==> config.mk <==
export PLATFORM = sky130hd
export DESIGN_NAME = sorted_priority_queue_top
export DESIGN_NICKNAME = d
export VERILOG_FILES = /design/src/hw/rtl/spq_pkg.sv /design/src/hw/rtl/spq_ctrl.sv /design/src/hw/rtl/spq_datapath.sv /design/src/hw/rtl/sorted_priority_queue_top.sv
export SDC_FILE = /design/constraint.sdc
export NUM_CORES = 1
export LEC_CHECK = 0
export ABC_AREA = 1
export BUFFER_PORTS_ARGS = -buffer_cell sky130_fd_sc_hd__buf_2
export CAP_MARGIN = 20
export CORE_ASPECT_RATIO = 1.2
export CORE_UTILIZATION = 57
export DETAILED_ROUTE_END_ITERATION = 10
export PLACE_DENSITY = 0.86
export SLEW_MARGIN = 20
export SYNTH_ARGS = -nofsm -noshare
export SYNTH_HDL_FRONTEND = slang
export SYNTH_SLANG_ARGS = --single-unit
==> constraint.sdc <==
create_clock -name clk_i -period 4.15 [get_ports clk_i]
set_clock_uncertainty 0.05 [all_clocks]
set_input_delay 0.83 -clock clk_i [delete_from_list [all_inputs] [get_ports clk_i]]
set_output_delay 0.83 -clock clk_i [all_outputs]
set_load 0.01 [all_outputs]
==> src/hw/rtl/spq_pkg.sv <==
// Shared types and constants of the sorted priority queue.
`default_nettype none

package spq_pkg;

  // Queue geometry.
  localparam int unsigned DEPTH        = 16;
  localparam int unsigned PAYLOAD_BITS = 32;
  localparam int unsigned COUNT_W      = $clog2(DEPTH + 1);

  // Port field widths.
  localparam int unsigned PRIO_W  = 3;
  localparam int unsigned STAT_W  = 2;
  localparam int unsigned FILL_W  = 5;
  localparam int unsigned WORD_W  = 32;

  // Request codes.
  typedef enum logic {
    REQ_ENQ = 1'b0,
    REQ_DEQ = 1'b1
  } req_e;

  // Result status codes.
  typedef enum logic [STAT_W-1:0] {
    STAT_OK    = 2'd0,
    STAT_FULL  = 2'd1,
    STAT_EMPTY = 2'd2
  } status_e;

  // Commands from the controller to the datapath.
  typedef struct packed {
    logic capture;  // latch the request beat
    logic execute;  // perform the latched request
  } dp_cmd_t;

endpackage

`default_nettype wire

==> src/hw/rtl/spq_ctrl.sv <==
// Sequencing controller of the sorted priority queue.
`default_nettype none

module spq_ctrl (
  input  wire logic            clk_i,
  input  wire logic            rst_ni,
  input  wire logic            start,
  output logic                 busy,
  output spq_pkg::dp_cmd_t     cmd_o,
  output logic                 done_o
);
  import spq_pkg::*;

  typedef enum logic [2:0] {
    S_IDLE = 3'b001,
    S_EXEC = 3'b010,
    S_RESP = 3'b100
  } state_e;

  state_e state_q, state_d;

  // Next-state logic: take a beat, execute it, then present the result.
  always_comb begin
    state_d = state_q;
    case (state_q)
      S_IDLE: begin
        if (start) state_d = S_EXEC;
      end
      S_EXEC:  state_d = S_RESP;
      S_RESP:  state_d = S_IDLE;
      default: state_d = S_IDLE;
    endcase
  end

  always_ff @(posedge clk_i or negedge rst_ni) begin
    if (!rst_ni) begin
      state_q <= S_IDLE;
    end else begin
      state_q <= state_d;
    end
  end

  // Command and handshake outputs.
  assign busy          = (state_q != S_IDLE);
  assign cmd_o.capture = (state_q == S_IDLE) && start;
  assign cmd_o.execute = (state_q == S_EXEC);
  assign done_o        = (state_q == S_RESP);

endmodule

`default_nettype wire

==> src/hw/rtl/spq_datapath.sv <==
// Slot array, insert and remove logic, and result registers of the queue.
`default_nettype none

module spq_datapath (
  input  wire logic                              clk_i,
  input  wire logic                              rst_ni,
  input  wire spq_pkg::dp_cmd_t                  cmd_i,
  input  wire logic                              req_type_i,
  input  wire logic [spq_pkg::PRIO_W-1:0]        entry_priority_i,
  input  wire logic [spq_pkg::WORD_W-1:0]        entry_payload_i,
  output logic [spq_pkg::STAT_W-1:0]             status_o,
  output logic [spq_pkg::PRIO_W-1:0]             head_priority_o,
  output logic [spq_pkg::WORD_W-1:0]             head_payload_o,
  output logic [spq_pkg::FILL_W-1:0]             fill_level_o,
  output logic                                   is_empty_o,
  output logic                                   is_full_o
);
  import spq_pkg::*;

  // Latched request beat.
  logic                    req_q;
  logic [PRIO_W-1:0]       pri_q;
  logic [PAYLOAD_BITS-1:0] pay_q;

  // Slots and fill count.
  logic [PRIO_W-1:0]       slot_pri_q [DEPTH];
  logic [PAYLOAD_BITS-1:0] slot_pay_q [DEPTH];
  logic [PRIO_W-1:0]       slot_pri_d [DEPTH];
  logic [PAYLOAD_BITS-1:0] slot_pay_d [DEPTH];
  logic [COUNT_W-1:0]      count_q, count_d;

  // Result registers.
  logic [STAT_W-1:0]       status_q, status_d;
  logic [PRIO_W-1:0]       hpri_q, hpri_d;
  logic [WORD_W-1:0]       hpay_q, hpay_d;

  logic [DEPTH-1:0]        shift_mask;
  logic                    q_empty, q_full;

  assign q_empty = (count_q == '0);
  assign q_full  = (count_q >= COUNT_W'(DEPTH));

  // A slot moves back when the new entry goes at or ahead of it. The stored
  // levels are sorted, so the compares form a contiguous run to the tail.
  always_comb begin
    for (int i = 0; i < DEPTH; i++) begin
      shift_mask[i] = (COUNT_W'(i) >= count_q) || (pri_q <= slot_pri_q[i]);
    end
  end

  // Next slot contents, count and result for the latched request.
  always_comb begin
    for (int i = 0; i < DEPTH; i++) begin
      slot_pri_d[i] = slot_pri_q[i];
      slot_pay_d[i] = slot_pay_q[i];
    end
    count_d  = count_q;
    status_d = STAT_OK;
    hpri_d   = '0;
    hpay_d   = '0;
    if (req_q == REQ_ENQ) begin
      if (q_full) begin
        status_d = STAT_FULL;
      end else begin
        for (int i = 0; i < DEPTH; i++) begin
          if (shift_mask[i]) begin
            if (i == 0) begin
              slot_pri_d[i] = pri_q;
              slot_pay_d[i] = pay_q;
            end else if (!shift_mask[i-1]) begin
              slot_pri_d[i] = pri_q;
              slot_pay_d[i] = pay_q;
            end else begin
              slot_pri_d[i] = slot_pri_q[i-1];
              slot_pay_d[i] = slot_pay_q[i-1];
            end
          end
        end
        count_d = count_q + 1'b1;
      end
    end else begin
      if (q_empty) begin
        status_d = STAT_EMPTY;
      end else begin
        hpri_d = slot_pri_q[0];
        hpay_d = WORD_W'(slot_pay_q[0]);
        for (int i = 0; i < DEPTH - 1; i++) begin
          slot_pri_d[i] = slot_pri_q[i+1];
          slot_pay_d[i] = slot_pay_q[i+1];
        end
        count_d = count_q - 1'b1;
      end
    end
  end

  // Control state: the fill count.
  always_ff @(posedge clk_i or negedge rst_ni) begin
    if (!rst_ni) begin
      count_q <= '0;
    end else if (cmd_i.execute) begin
      count_q <= count_d;
    end
  end

  // Payload registers: request latch, slots and result.
  always_ff @(posedge clk_i) begin
    if (cmd_i.capture) begin
      req_q <= req_type_i;
      pri_q <= entry_priority_i;
      pay_q <= PAYLOAD_BITS'(entry_payload_i);
    end
    if (cmd_i.execute) begin
      for (int i = 0; i < DEPTH; i++) begin
        slot_pri_q[i] <= slot_pri_d[i];
        slot_pay_q[i] <= slot_pay_d[i];
      end
      status_q <= status_d;
      hpri_q   <= hpri_d;
      hpay_q   <= hpay_d;
    end
  end

  // Result outputs; the count registers already reflect the request.
  assign status_o        = status_q;
  assign head_priority_o = hpri_q;
  assign head_payload_o  = hpay_q;
  assign fill_level_o    = FILL_W'(count_q);
  assign is_empty_o      = q_empty;
  assign is_full_o       = q_full;

endmodule

`default_nettype wire

==> src/hw/rtl/sorted_priority_queue_top.sv <==
// Sorted priority queue: a request is taken with start while busy is low; its
// result is registered in the execute state and shown for one cycle in the
// response state, marked by done_o. The receiver cannot stall the result,
// so it must take every done_o beat. Each request passes through latch,
// execute and present, and the next one can be taken in the cycle after
// done_o. The insert or remove itself runs in the execute state through
// parallel compares and a one-slot shift across all sixteen slots.
`default_nettype none

module sorted_priority_queue_top (
  input  wire logic                        clk_i,
  input  wire logic                        rst_ni,
  input  wire logic                        start,
  output logic                             busy,
  input  wire logic                        req_type_i,
  input  wire logic [spq_pkg::PRIO_W-1:0]  entry_priority_i,
  input  wire logic [spq_pkg::WORD_W-1:0]  entry_payload_i,
  output logic                             done_o,
  output logic [spq_pkg::STAT_W-1:0]       status_o,
  output logic [spq_pkg::PRIO_W-1:0]       head_priority_o,
  output logic [spq_pkg::WORD_W-1:0]       head_payload_o,
  output logic [spq_pkg::FILL_W-1:0]       fill_level_o,
  output logic                             is_empty_o,
  output logic                             is_full_o
);
  import spq_pkg::*;

  dp_cmd_t cmd;

  // Sequencing controller.
  spq_ctrl u_ctrl (
    .clk_i  (clk_i),
    .rst_ni (rst_ni),
    .start  (start),
    .busy   (busy),
    .cmd_o  (cmd),
    .done_o (done_o)
  );

  // Slot storage and result datapath.
  spq_datapath u_datapath (
    .clk_i            (clk_i),
    .rst_ni           (rst_ni),
    .cmd_i            (cmd),
    .req_type_i       (req_type_i),
    .entry_priority_i (entry_priority_i),
    .entry_payload_i  (entry_payload_i),
    .status_o         (status_o),
    .head_priority_o  (head_priority_o),
    .head_payload_o   (head_payload_o),
    .fill_level_o     (fill_level_o),
    .is_empty_o       (is_empty_o),
    .is_full_o        (is_full_o)
  );

endmodule

`default_nettype wire

==> flow_metrics.py <==
metrics = {
    "run_status": {
        "status": "finished clean",
    },
    "place": {
        "dpl.hpwl_um": 53900,
        "place_inst": 4854,
        "gp_congestion": 0.873,
        "io_buffers": 84,
    },
    "drt": {
        "drc_errors": 0,
        "wl_met3_um": 6450,
        "met2WireLength_um": 39400,
        "drtIter0Drc": 3556,
        "vias": 27900,
        "drtAntennaViolNets": 0,
        "wirelength_um": 80600,
        "wl_met1_um": 33400,
        "wl_per_cell_um": 16.2,
        "viasPerCell": 5.62,
        "drtPass1Iterations": 6,
        "highest_layer": "met4",
    },
    "power": {
        "p_int_w": 0.0151,
        "clockPowerShare_pct": 21.6,
        "power_leakage_nw": 16.9,
        "peakVddDrop_mv": 0.760,
        "combPwrFrac_pct": 41.1,
        "seq_power_share_pct": 37.4,
        "netSwitchingFraction_pct": 41.4,
        "p_per_area_mw_per_mm2": 682,
        "p_switching_w": 0.0107,
    },
    "timing": {
        "fin_crit_sh_pct": 75.9,
        "rsz0062_at_grt": "no",
        "whs_ns": 0.338,
        "hold_viol_final": 0,
        "worst_pin_slew_ns": 1.19,
        "period_needed_ns": 3.15,
        "finalSetupViolations": 0,
        "slew_headroom_pct": 20.8,
        "drv_slew": 0,
        "tns_ns": 0,
        "timing.fmax_mhz": 317,
    },
    "logic_synthesis": {
        "netlist.area_leader.share_pct": 54.1,
        "synth_area_leader_cell": "edfxtp_1",
        "synthTopCellsByCount": "nand2_1 (1488), edfxtp_1 (633), nand3_1 (583), inv_1 (446), clkbuf_1 (181)",
        "synth.area.top_cells": "edfxtp_1 (54%), nand2_1 (16%), nand3_1 (8.3%)",
        "synth_warnings": 0,
        "syn_inst": 4212,
        "synth_area_per_cell_um2": 8.34,
        "yosysMostFrequentCell": "nand2_1",
        "ys.flop_type": "edfxtp_1",
        "ys_seq_elements": 641,
        "synth_edf_count": 633,
        "synth_seq_area_share_pct": 54.7,
        "synth_cell_type_count": 35,
        "synth_nets": 4301,
        "synth.cell_area_mm2": 0.0351,
        "async_flop_share_pct": 1.25,
    },
    "grt": {
        "overflow": 0,
        "grt_usage_pct": 25.7,
        "antenna_found_initial": 0,
        "grt_max_degree": 226,
        "first_global_vias": 26500,
        "grt_pass1_wl_um": 134000,
    },
    "clocking": {
        "cts.reportedPaths.clkPinSlew_ns": 0.06,
        "cts_resized": 0,
        "cts_hold_buffers": 1,
        "post_cts_buffers": 0,
        "cts_tree": "yes",
        "clock_sinks": 641,
        "htreeDepth": 3,
        "cts_buffer_depth": 3,
        "cts_made_buffers": 66,
        "clk_latency_ns": 0.62,
        "clockRootBuffer": "clkbuf_16",
    },
    "final_layout": {
        "antenna_cells": 0,
        "synthToLayoutAreaGrowth_pct": 7.88,
        "layout.nets": 4206,
        "drive_gt1_share_pct": 7.11,
        "layout.cells.non_filler": 4974,
        "final_util_pct": 62.3,
    },
    "floorplan": {
        "rows": 99,
        "die_x_um": 229,
        "initial_utilization_pct": 57.8,
        "die_area_mm2": 0.0627,
        "die_h_um": 274,
        "core_mm2": 0.0608,
        "pin_count": 85,
    },
    "worst_setup_path": {
        "required_ns": 4.58,
        "critPathCaptureType": "register",
        "cp.arrival_ns": 3.58,
        "worst-path-max-fanout": 36,
        "crit_type": "reg2reg",
        "start_kind": "register",
    },
    "min_path": {
        "hold_class": "in2reg",
    },
    "job": {
        "max_cap_violations": 0,
    },
}
[critical path, stage by stage, from the launching register on]
cell	delay, ns
edfxtp_1	0.39
inv_1	0.62
ha_1	0.36
inv_1	0.05
nor2_1	0.06
a21oi_4	0.16
buf_4	0.38
nand2_2	0.48
nand2_1	0.23
nand3_1	0.11
nand2_1	0.11
[worst paths after layout]
check	start	to	slack [ns]	depth (start not counted)
min	entry_payload_i[3]	u_datapath.pay_q[3]$_DFFE_PP_	0.34	1
max reg2reg	u_datapath.pri_q[0]$_DFFE_PP_	u_datapath.slot_pay_q[1][105]$_DFFE_PP_	1.0	10
min reg2reg	u_datapath.slot_pay_q[1][246]$_DFFE_PP_	u_datapath.slot_pay_q[1][214]$_DFFE_PP_	0.46	2
min in group asynchronous	rst_ni	u_datapath.fill_level_o[0]$_DFFE_PN0P_	0.56	2
max	u_datapath.pri_q[0]$_DFFE_PP_	u_datapath.slot_pay_q[1][105]$_DFFE_PP_	1.0	10
max in group asynchronous	rst_ni	u_ctrl.state_q[0]$_DFFE_PN1P_	3.24	2
[layout by cell type (no fill, tap or decap), types with 9 or more instances in the layout]
cell	count
inv_1	446
nand2_1	1486
nand2_2	9
buf_4	60
o21ai_0	178
edfxtp_1	633
buf_2	84
inv_2	10
o22ai_1	35
nor2_4	11
a21oi_1	77
clkbuf_16	67
clkinv_1	12
nor2_1	108
clkinv_2	11
o21ai_1	45
ha_1	50
nand3_1	583
nand4_1	175
clkbuf_1	17
[state kept, by name, summed over array words and instances, names as in the netlist]
| register | count |
|---|---|
| u_datapath.head_payload_o | 32 |
| u_datapath.fill_level_o | 5 |
| u_datapath.status_o | 2 |
| u_datapath.slot_pri_q | 48 |
| u_datapath.head_priority_o | 3 |
| u_datapath.slot_pay_q | 512 |
| u_datapath.pay_q | 32 |
| u_datapath.pri_q | 3 |
| u_ctrl.state_q | 3 |
| u_datapath.req_q | 1 |
[layer usage]
metal,track usage [%],up-vias
li1,-,13800
met1,34.9,12700
met2,43.4,1335
met3,2.75,93
met4,7.89,0
met5,0,-
[power groups by stage]
| stage | clock, W | combinational, W | sequential [W] |
|---|---|---|---|
| final | 0.00557 | 0.0106 | 0.00967 |
| after global routing | 0.00589 | 0.0119 | 0.00976 |
| after detailed placement | 0 | 0.0104 | 0.00978 |
| after CTS | 0.00565 | 0.0105 | 0.00965 |
| after floorplan | 0 | 0.00818 | 0.00961 |
| after global placement | 0 | 0.00998 | 0.00973 |
[area by class of cell]
| type | instances | area, µm² |
|---|---|---|
| flip-flops and latches | 641 | 19200 |
| clock buffers | 84 | 1740 |
| well taps | 808 | 1010 |
| repair buffers | 150 | 996 |
| multi-input cells | 2800 | 13000 |
| fillers | 4821 | 22900 |
| clock inverters | 33 | 244 |
| inverters | 458 | 1720 |
[metrics by stage]
stage	setup WS, ns	area [µm²]	total power (W)
after floorplan	0.0859	35200	0.0178
after global placement	1.17	35900	0.0197
after detailed placement	1.05	35900	0.0201
after CTS	1.05	37900	0.0258
after global routing	0.818	37900	0.0276
final	0.999	37900	0.0259
[logic make-up after synthesis]
family / share of synthesized area [%]
xor gates and xnor gates: 0.199
and+or+nand+nor: 29.5
AOI/OAI and AO/OA: 5.16
adders and majority gates: 1.78
DFF: 54.7
buffers and inverters: 8.70
Note: power is estimated with default switching activity, not from simulation.
